### src/hdl/vrlv_pkg.sv
// shared types, character codes and verdict codes for the variant record line validator
// no dependencies
package vrlv_pkg;

  localparam logic [7:0] CH_HASH  = 8'h23;
  localparam logic [7:0] CH_TAB   = 8'h09;
  localparam logic [7:0] CH_COMMA = 8'h2C;
  localparam logic [7:0] CH_A     = 8'h41;
  localparam logic [7:0] CH_C     = 8'h43;
  localparam logic [7:0] CH_G     = 8'h47;
  localparam logic [7:0] CH_T     = 8'h54;
  localparam logic [7:0] CH_ZERO  = 8'h30;
  localparam logic [7:0] CH_NINE  = 8'h39;
  localparam logic [7:0] FILTER_CHAR_RESET = 8'h50;

  localparam int unsigned CFG_ADDR_W = 3;
  localparam int unsigned CFG_DATA_W = 32;
  localparam logic REG_FILTER_PASS_CHAR = 1'b0;

  typedef logic [2:0] field_t;
  localparam field_t FLD_CHROM  = 3'd0;
  localparam field_t FLD_REF    = 3'd3;
  localparam field_t FLD_ALT    = 3'd4;
  localparam field_t FLD_FILTER = 3'd6;
  localparam field_t FLD_LAST   = 3'd7;

  typedef logic [3:0] reason_t;
  localparam reason_t REASON_OK        = 4'd0;
  localparam reason_t REASON_COMMENT   = 4'd1;
  localparam reason_t REASON_CHROM     = 4'd2;
  localparam reason_t REASON_REF_BASE  = 4'd3;
  localparam reason_t REASON_REF_LONG  = 4'd4;
  localparam reason_t REASON_ALT_BASE  = 4'd5;
  localparam reason_t REASON_ALT_SEP   = 4'd6;
  localparam reason_t REASON_ALT_TRAIL = 4'd7;
  localparam reason_t REASON_FILTER    = 4'd8;
  localparam reason_t REASON_TRUNC     = 4'd9;

  localparam int unsigned OUT_TDATA_W = 40;

  typedef struct packed {
    logic [31:0] line_number;
    reason_t     fail_reason;
    logic        line_valid;
  } verdict_t;

  function automatic logic is_base(input logic [7:0] c);
    is_base = (c == CH_A) || (c == CH_C) || (c == CH_G) || (c == CH_T);
  endfunction

endpackage

### src/hdl/variant_record_line_validator_core.sv
// top level of the variant record line validator
// depends on vrlv_pkg, vrlv_cfg_regs, vrlv_line_check, vrlv_out_reg
//
// usage:
//   slave stream carries one byte of a tab-separated variant record line per
//   transfer, s_tlast marks the final byte of the line
//   master stream carries one verdict per line: valid flag, fail reason and
//   the saturating line number; bytes that do not end a line give no transfer
//   apb port holds filter_pass_char at address 0 (reset 'P')
// order: the last byte of a line passes the input register, then its verdict
//   the result register, before m_tvalid rises; a held result can keep that
//   byte waiting in the input register
// throughput: one byte per cycle while s_tready is high; the field check is a
//   single pass of logic between the input register and the result register
// reset: rst is synchronous; it clears line state, the line counter and both
//   valid flags, and returns filter_pass_char to 'P'
// stall: while m_tready is low a held verdict stays put; bytes keep flowing
//   until a further line end needs the result register, then s_tready drops
module variant_record_line_validator_core (
  input  logic                                clk,
  input  logic                                rst,
  input  logic                                s_tvalid,
  output logic                                s_tready,
  input  logic [7:0]                          s_tdata,  // [7:0] text_byte
  input  logic                                s_tlast,  // line_last
  output logic                                m_tvalid,
  input  logic                                m_tready,
  // [0] line_valid, [4:1] fail_reason, [36:5] line_number, rest zero
  output logic [vrlv_pkg::OUT_TDATA_W-1:0]    m_tdata,
  input  logic                                psel,
  input  logic                                penable,
  input  logic                                pwrite,
  input  logic [vrlv_pkg::CFG_ADDR_W-1:0]     paddr,
  input  logic [vrlv_pkg::CFG_DATA_W-1:0]     pwdata,
  output logic [vrlv_pkg::CFG_DATA_W-1:0]     prdata,
  output logic                                pready
);
  import vrlv_pkg::*;

  logic [7:0] filter_pass_char;
  logic       res_valid;
  logic       res_ready;
  verdict_t   res;

  vrlv_cfg_regs u_cfg (
    .clk              (clk),
    .rst              (rst),
    .psel             (psel),
    .penable          (penable),
    .pwrite           (pwrite),
    .paddr            (paddr),
    .pwdata           (pwdata),
    .prdata           (prdata),
    .pready           (pready),
    .filter_pass_char (filter_pass_char)
  );

  vrlv_line_check u_check (
    .clk              (clk),
    .rst              (rst),
    .in_valid         (s_tvalid),
    .in_ready         (s_tready),
    .in_byte          (s_tdata),
    .in_last          (s_tlast),
    .filter_pass_char (filter_pass_char),
    .res_valid        (res_valid),
    .res_ready        (res_ready),
    .res              (res)
  );

  vrlv_out_reg u_out (
    .clk       (clk),
    .rst       (rst),
    .res_valid (res_valid),
    .res_ready (res_ready),
    .res       (res),
    .m_tvalid  (m_tvalid),
    .m_tready  (m_tready),
    .m_tdata   (m_tdata)
  );

endmodule

### src/hdl/vrlv_cfg_regs.sv
// configuration register bank behind the apb-style port
// depends on vrlv_pkg
module vrlv_cfg_regs (
  input  logic                          clk,
  input  logic                          rst,
  input  logic                          psel,
  input  logic                          penable,
  input  logic                          pwrite,
  input  logic [vrlv_pkg::CFG_ADDR_W-1:0] paddr,
  input  logic [vrlv_pkg::CFG_DATA_W-1:0] pwdata,
  output logic [vrlv_pkg::CFG_DATA_W-1:0] prdata,
  output logic                          pready,
  output logic [7:0]                    filter_pass_char
);
  import vrlv_pkg::*;

  logic wr_en;

  assign pready = 1'b1;
  assign wr_en  = psel && penable && pwrite && pready
                  && (paddr[2] == REG_FILTER_PASS_CHAR);

  always_ff @(posedge clk) begin
    if (rst) begin
      filter_pass_char <= FILTER_CHAR_RESET;
    end else if (wr_en) begin
      filter_pass_char <= pwdata[7:0];
    end
  end

  always_comb begin
    prdata = '0;
    if (paddr[2] == REG_FILTER_PASS_CHAR) begin
      prdata = {{(CFG_DATA_W-8){1'b0}}, filter_pass_char};
    end
  end

endmodule

### src/hdl/vrlv_line_check.sv
// input register, per-line field state and verdict logic
// depends on vrlv_pkg
module vrlv_line_check (
  input  logic               clk,
  input  logic               rst,
  input  logic               in_valid,
  output logic               in_ready,
  input  logic [7:0]         in_byte,
  input  logic               in_last,
  input  logic [7:0]         filter_pass_char,
  output logic               res_valid,
  input  logic               res_ready,
  output vrlv_pkg::verdict_t res
);
  import vrlv_pkg::*;

  // input register
  logic       full;
  logic [7:0] byte_q;
  logic       last_q;
  logic       consume;

  // per-line state
  field_t      field_index, field_index_next;
  logic        byte_position;
  logic        alt_parity, alt_parity_next;
  logic        ref_seen_base, ref_seen_base_next;
  logic        last_was_comma, last_was_comma_next;
  reason_t     verdict_code, verdict_code_next;
  logic        filter_checked, filter_checked_next;
  logic [31:0] line_counter, line_counter_next;
  reason_t     final_code;

  assign consume  = full && (!last_q || res_ready);
  assign in_ready = !full || consume;

  always_ff @(posedge clk) begin
    if (rst) begin
      full <= 1'b0;
    end else if (in_ready) begin
      full <= in_valid;
    end
  end

  always_ff @(posedge clk) begin
    if (in_ready && in_valid) begin
      byte_q <= in_byte;
      last_q <= in_last;
    end
  end

  // one byte of field checking
  always_comb begin
    field_index_next    = field_index;
    alt_parity_next     = alt_parity;
    ref_seen_base_next  = ref_seen_base;
    last_was_comma_next = last_was_comma;
    verdict_code_next   = verdict_code;
    filter_checked_next = filter_checked;
    if (verdict_code == REASON_OK) begin
      if (!byte_position && byte_q == CH_HASH) begin
        verdict_code_next = REASON_COMMENT;
      end else if (byte_q == CH_TAB) begin
        if (field_index == FLD_ALT && last_was_comma) begin
          verdict_code_next = REASON_ALT_TRAIL;
        end else if (field_index == FLD_FILTER && !filter_checked) begin
          verdict_code_next = REASON_FILTER;
        end else if (field_index != FLD_LAST) begin
          field_index_next = field_index + 3'd1;
        end
      end else begin
        case (field_index)
          FLD_CHROM: begin
            if (!(byte_q inside {[CH_ZERO:CH_NINE]})) begin
              verdict_code_next = REASON_CHROM;
            end
          end
          FLD_REF: begin
            if (ref_seen_base) begin
              verdict_code_next = REASON_REF_LONG;
            end else if (!is_base(byte_q)) begin
              verdict_code_next = REASON_REF_BASE;
            end else begin
              ref_seen_base_next = 1'b1;
            end
          end
          FLD_ALT: begin
            if (!alt_parity) begin
              if (is_base(byte_q)) begin
                alt_parity_next     = 1'b1;
                last_was_comma_next = 1'b0;
              end else begin
                verdict_code_next = REASON_ALT_BASE;
              end
            end else if (byte_q == CH_COMMA) begin
              alt_parity_next     = 1'b0;
              last_was_comma_next = 1'b1;
            end else begin
              verdict_code_next = REASON_ALT_SEP;
            end
          end
          FLD_FILTER: begin
            if (!filter_checked) begin
              if (byte_q != filter_pass_char) begin
                verdict_code_next = REASON_FILTER;
              end
              filter_checked_next = 1'b1;
            end
          end
          default: begin
          end
        endcase
      end
    end
  end

  // line-end judgement, truncation and empty filter caught here
  always_comb begin
    final_code = verdict_code_next;
    if (verdict_code_next == REASON_OK) begin
      if (field_index_next < FLD_FILTER) begin
        final_code = REASON_TRUNC;
      end else if (field_index_next == FLD_FILTER && !filter_checked_next) begin
        final_code = REASON_FILTER;
      end
    end
    line_counter_next = (line_counter == '1) ? line_counter : line_counter + 32'd1;
  end

  assign res_valid       = full && last_q;
  assign res.line_valid  = (final_code == REASON_OK);
  assign res.fail_reason = final_code;
  assign res.line_number = line_counter_next;

  always_ff @(posedge clk) begin
    if (rst) begin
      field_index    <= FLD_CHROM;
      byte_position  <= 1'b0;
      alt_parity     <= 1'b0;
      ref_seen_base  <= 1'b0;
      last_was_comma <= 1'b0;
      verdict_code   <= REASON_OK;
      filter_checked <= 1'b0;
      line_counter   <= '0;
    end else if (consume) begin
      if (last_q) begin
        field_index    <= FLD_CHROM;
        byte_position  <= 1'b0;
        alt_parity     <= 1'b0;
        ref_seen_base  <= 1'b0;
        last_was_comma <= 1'b0;
        verdict_code   <= REASON_OK;
        filter_checked <= 1'b0;
        line_counter   <= line_counter_next;
      end else begin
        field_index    <= field_index_next;
        byte_position  <= 1'b1;
        alt_parity     <= alt_parity_next;
        ref_seen_base  <= ref_seen_base_next;
        last_was_comma <= last_was_comma_next;
        verdict_code   <= verdict_code_next;
        filter_checked <= filter_checked_next;
      end
    end
  end

endmodule

### src/hdl/vrlv_out_reg.sv
// output register for verdicts, packs the master-side tdata
// depends on vrlv_pkg
module vrlv_out_reg (
  input  logic                             clk,
  input  logic                             rst,
  input  logic                             res_valid,
  output logic                             res_ready,
  input  vrlv_pkg::verdict_t               res,
  output logic                             m_tvalid,
  input  logic                             m_tready,
  output logic [vrlv_pkg::OUT_TDATA_W-1:0] m_tdata
);
  import vrlv_pkg::*;

  verdict_t held;

  assign res_ready = !m_tvalid || m_tready;

  always_ff @(posedge clk) begin
    if (rst) begin
      m_tvalid <= 1'b0;
    end else if (res_ready) begin
      m_tvalid <= res_valid;
    end
  end

  always_ff @(posedge clk) begin
    if (res_ready && res_valid) begin
      held <= res;
    end
  end

  assign m_tdata = {{(OUT_TDATA_W-$bits(verdict_t)){1'b0}}, held};

endmodule
### config.mk
export PLATFORM = sky130hd
export DESIGN_NAME = variant_record_line_validator_core
export DESIGN_NICKNAME = d
export VERILOG_FILES = /design/src/hdl/vrlv_pkg.sv /design/src/hdl/variant_record_line_validator_core.sv /design/src/hdl/vrlv_cfg_regs.sv /design/src/hdl/vrlv_line_check.sv /design/src/hdl/vrlv_out_reg.sv
export SDC_FILE = /design/constraint.sdc
export NUM_CORES = 1
export LEC_CHECK = 0
export ABC_CLOCK_PERIOD_IN_PS = 2800
export BUFFER_PORTS_ARGS = -buffer_cell sky130_fd_sc_hd__buf_2
export CAP_MARGIN = 15
export CORE_ASPECT_RATIO = 0.6
export CORE_MARGIN = 2
export CORE_UTILIZATION = 39
export CTS_CLUSTER_DIAMETER = 100
export DETAILED_ROUTE_END_ITERATION = 12
export PLACE_DENSITY = 0.65
export SYNTH_ARGS = -nofsm -noshare
export SYNTH_HDL_FRONTEND = slang
export SYNTH_SLANG_ARGS = --single-unit
### constraint.sdc
create_clock -name clk -period 2.8 [get_ports clk]
set_clock_uncertainty 0.15 [all_clocks]
set_input_delay 0.14 -clock clk [delete_from_list [all_inputs] [get_ports clk]]
set_output_delay 0.14 -clock clk [all_outputs]
set_load 0.05 [all_outputs]
# Word level (Yosys, flattened, before mapping)
# Index checks and enable logic that the tools add are counted.
# word_totals
ff_bits,100
# op_classes
n_bitwise,1
eq_ne,17
addsub,2
muxes,55
order_cmp,3
n_reduce_logical,36
# op_table
cell,n
$mux 4,17
$add 32x1->32 const B,1
$eq 32x32->1 const B,1
$eq 8x7->1 const B,4
$mux 32,1
$mux 1,28
$mux 3,7
$eq 8x6->1 const B,2
$pmux 4 s4,1
$logic_and 1x1->1,12
$logic_not 4->1,3
$reduce_and 5->1,2
$eq 3x3->1 const B,3
$eq 8x4->1 const B,1
$ge 8x6->1 const B,1
$le 8x6->1 const B,1
$mux 8,1
$ne 8x8->1,1
$reduce_and 7->1,1
$logic_not 1->1,6
$logic_or 1x1->1,6
$reduce_bool 2->1,3
$ne 2x1->1 const B,2
$add 3x1->3 const B,1
8 further kinds,8

# Longest topological paths before layout
# depth
word_depth,14
ltp_mapped,10

# Hierarchy
# From an unflattened synthesis, not the netlist that was laid out.
# unflattened
hier_cells,553
area_unflattened_um2,5378.9
# modules_own_cells
mod,cells_each,n_inst,area_each_um2
vrlv_line_check,437,1,3565.9
vrlv_out_reg,46,1,1192.4
vrlv_cfg_regs,70,1,620.6

# Worst setup path after synthesis
# Ideal clock, no wire load.
# synth_timing
kind,reg2reg
start,register u_out.m_tvalid
end,register u_check.line_counter[16]
t_required_ps,2522
period_less_slack_ps,3072
path_stages_with_launch,9
arrival_time_ps,2794
setup_ps,128
path_slack_ps,-272
path_cell_list,dfxtp_1 nand2b_1 nand3_1 inv_1 clkbuf_1 nand2_1 nor4_1 xnor2_1 nor2_1
# synth_via
elab_chain_len,5
# synth_lines
element,line_no,text
start: declaration,vrlv_out_reg.sv:9,"output logic m_tvalid,"
start signal: assignment,vrlv_out_reg.sv:23,m_tvalid <= res_valid;
$logic_not 1->1,vrlv_out_reg.sv:17,assign res_ready = !m_tvalid || m_tready;
$logic_or 1x1->1,vrlv_out_reg.sv:17,
$logic_or 1x1->1,vrlv_line_check.sv:34,assign consume = full && (!last_q || res_ready);
$logic_and 1x1->1,vrlv_line_check.sv:34,
$reduce_and 2->1 (no line),--,
end signal: assignment,vrlv_line_check.sv:154,line_counter <= line_counter_next;
end: declaration,vrlv_line_check.sv:31,"logic [31:0] line_counter, line_counter_next;"
# No other way between the ends.
# A chain may end at the register's enable or synchronous reset.

==> flow_summary.toml <==
[run_status]
status = "complete, no violations"

[clocking]
cts.sinks = 100
worst_skew_pair.late_latency_ns = 0.35
cts_setup_buffers = 0
clk_pin_slew_ns = 0.07
cts_tree = "yes"
numCtsBuffers = 9
htreeDepth = 3
root_buffer = "clkbuf_16"
cts_max_path_buffers = 2

[floorplanning]
num_rows = 32
io-pin-count = 126
die_area_um2 = 14300
fp.dieW_um = 153
initial_core_util_pct = 40.2
core_um2 = 12900
die_h_um = 93.3

[setup_path]
setup.worst_path.end_class = "flop"
worstReg2RegEnd = "u_out.m_tdata[34]$_DFFE_PP_"
rr_worst_depth = 6
cp_max_fo = 10
crit_chain = "and3_1, nand4_4, or4_1, or2_1, nor2_1, xor2_1"
ff2ff_setup_slack_ns = 0.14
r2r_start = "u_check.line_counter[6]$_SDFFE_PP0P_"
cp-start-kind = "flop"
required_ns = 2.82
crit_type = "flop to flop"
critPathMaxStageDelay_ns = 0.61
cp_slowest_cell = "or4_1"
cp.arrival_ns = 2.68

[synth]
yosys.area.top_type = "edfxtp_1"
synth_top_cells_by_area = "edfxtp_1, dfxtp_1, xnor2_1"
synth_ff_type = "dfxtp_1"
async_flop_share_pct = 0
yosysTopAreaCellShare_pct = 26.7
ys_seq_elements = 100
synth_edf_count = 46
synth_seq_area_share_pct = 47.5
synth_commonest_cells = "dfxtp_1, nor2_1, edfxtp_1, nand2_1, xnor2_1"
syn_inst = 537
syn_area_um2 = 5180
synth_cell_types = 60
avgSynthCellArea_um2 = 9.65
yosysMostFrequentCell = "dfxtp_1"
yosysWarnings = 0

[timing]
setup_ws_ns = 0.141
slew_violations = 0
fin_setup_tns_ns = 0
rsz0062_at_grt = "no"
hold_viol_final = 0
worst_pin_slew_ns = 0.565
fin_crit_ns = 2.66
finalCritPeriodShare_pct = 95.0
fmax_mhz = 376
setup_viol = 0
relSlewSlack_pct = 62.1

[grt]
antenna_found_initial = 0
grt_max_degree = 50
first_global_vias = 3946
gr-total-overflow = 0
grt_pass1_wl_um = 20300
grtUsageTotal_pct = 17.9

[power_and_ir_drop]
p_leak_nw = 2.29
p_per_area_nw_per_um2 = 501
ir_drop_mv = 0.248

[route]
dr.pass1.iters = 5
drt_iter0_markers = 276
totalWireLength_um = 12200
num_vias = 4139
route.detailed.drc = 0
wl_per_cell_um = 15.1
ant_nets = 0
vias_per_cell = 5.12

[min_path]
hp-class = "input pin to flop"
min_delay_worst_endpoint = "u_cfg.filter_pass_char[0]$_SDFFE_PP0P_"
hold-path-cell-count = 4
hold_path_startpoint = "penable"

[final_layout]
area_delta_synth_final_pct = 19.1
diodes = 0
drive_above_1_share_pct = 18.9
final_net_count = 689

[place]
place_ws_ns = 0.171
dp_hpwl_um = 8840
io_buffers = 71
routabilityCongestion = 0.845

[run]
cap_viol_max_count = 0
-- how the worst max path moves through the flow --
stage,startpoint,end,slack (ns)
floorplan,u_check.line_counter[2]$_SDFFE_PP0P_,u_out.m_tdata[36]$_DFFE_PP_,0.29
global placement,u_check.byte_q[3]$_DFFE_PP_,u_out.m_tdata[1]$_DFFE_PP_,0.23
CTS,u_check.byte_q[3]$_DFFE_PP_,u_out.m_tdata[1]$_DFFE_PP_,0.14
finish,u_check.line_counter[6]$_SDFFE_PP0P_,u_out.m_tdata[34]$_DFFE_PP_,0.14
detailed placement,u_check.byte_q[3]$_DFFE_PP_,u_out.m_tdata[1]$_DFFE_PP_,0.17
global route,u_check.byte_q[3]$_DFFE_PP_,u_out.m_tdata[0]$_DFFE_PP_,0.05
-- per-layer routing --
metal  part of all wire [%]  global-route usage, %  wire, um
met4                    1.6                   6.25       198
met1                     49                   25.5      6020
met3                    6.0                   4.45       726
met5                      0                      0         0
met2                     43                   26.6      5250
-- cell families (layout without fill, tap and decap cells) --
group	Yosys count	in the layout	synth area share, %
AO/OA/AOI/OAI	64	64	7.95
multiplexers	4	4	0.797
adder cells (fa/ha/maj)	4	4	0.966
XOR/XNOR	68	68	11.5
AND/OR/NAND/NOR	231	231	24.1
other	2	28	0.145
buffers and inverters	64	140	7.05
flip-flops	100	100	47.5
-- final cells by class --
cell class,count,area (um2)
clock buffers,9,225
inverters,10,37.5
fillers,1224,6720
multi-input cells,399,2460
clock inverters,7,50.0
flip-flops and latches,100,2460
repair buffers,114,728
well taps,170,213
-- placed cells by master (no fill, tap or decap), types with 17 or more instances in the layout --
cell	synthesis	routed
nor2_1	49	49
xor2_1	27	27
a21oi_1	18	18
nor2b_1	17	17
nand4_1	18	18
nand3_1	26	26
dlygate4sd3_1	0	20
buf_2	3	71
dfxtp_1	54	54
nand2_1	46	46
edfxtp_1	46	46
xnor2_1	41	41
buf_4	30	23
conb_1	2	28
-- power by group --
part           internal (mW)  total, mW  switching [mW]
combinational         0.0887      0.337           0.249
sequential              1.56       1.58          0.0263
clock                  0.607       1.17           0.565
total                   2.25       3.09           0.840
-- through the flow --
stage | hold slack, ns | utilization [%] | std cells | area [um2] | power [mW]
6_report | 0.196 | 47.9 | 809 | 6170 | 3.09
2_1_floorplan | 0.0889 | - | 563 | 5280 | 1.88
3_5_place_dp | 0.168 | 44.1 | 773 | 5690 | 1.93
4_1_cts | 0.180 | 47.8 | 809 | 6170 | 3.11
3_3_place_gp | 0.169 | 44.1 | 773 | 5690 | 1.92
5_1_grt | 0.196 | 47.9 | 809 | 6170 | 3.20
-- flip-flops by register name, summed over array words and instances, names as in the netlist --
signal,flops
u_check.last_was_comma,1
u_check.alt_parity,1
u_check.field_index,3
u_check.verdict_code,4
u_check.ref_seen_base,1
u_check.line_counter,32
u_check.filter_checked,1
u_check.full,1
u_out.m_tdata,37
u_check.byte_position,1
u_check.byte_q,8
u_cfg.filter_pass_char,8
u_check.last_q,1
u_out.m_tvalid,1
-- worst max-delay path: cells and delay by family (launching register included) --
kind,cells,cell delay [ns]
XOR/XNOR,1,0.24
flip-flops,1,0.40
AND/OR/NAND/NOR,5,1.69
-- timing repair --
item / CTS / global route
endpoints found under the setup margin: 0 / 3
gates resized for setup: 0 / 1
hold endpoints to repair: 24 / 0
hold buffers: 20 / 0
Note: power is estimated with default switching activity, not from simulation.
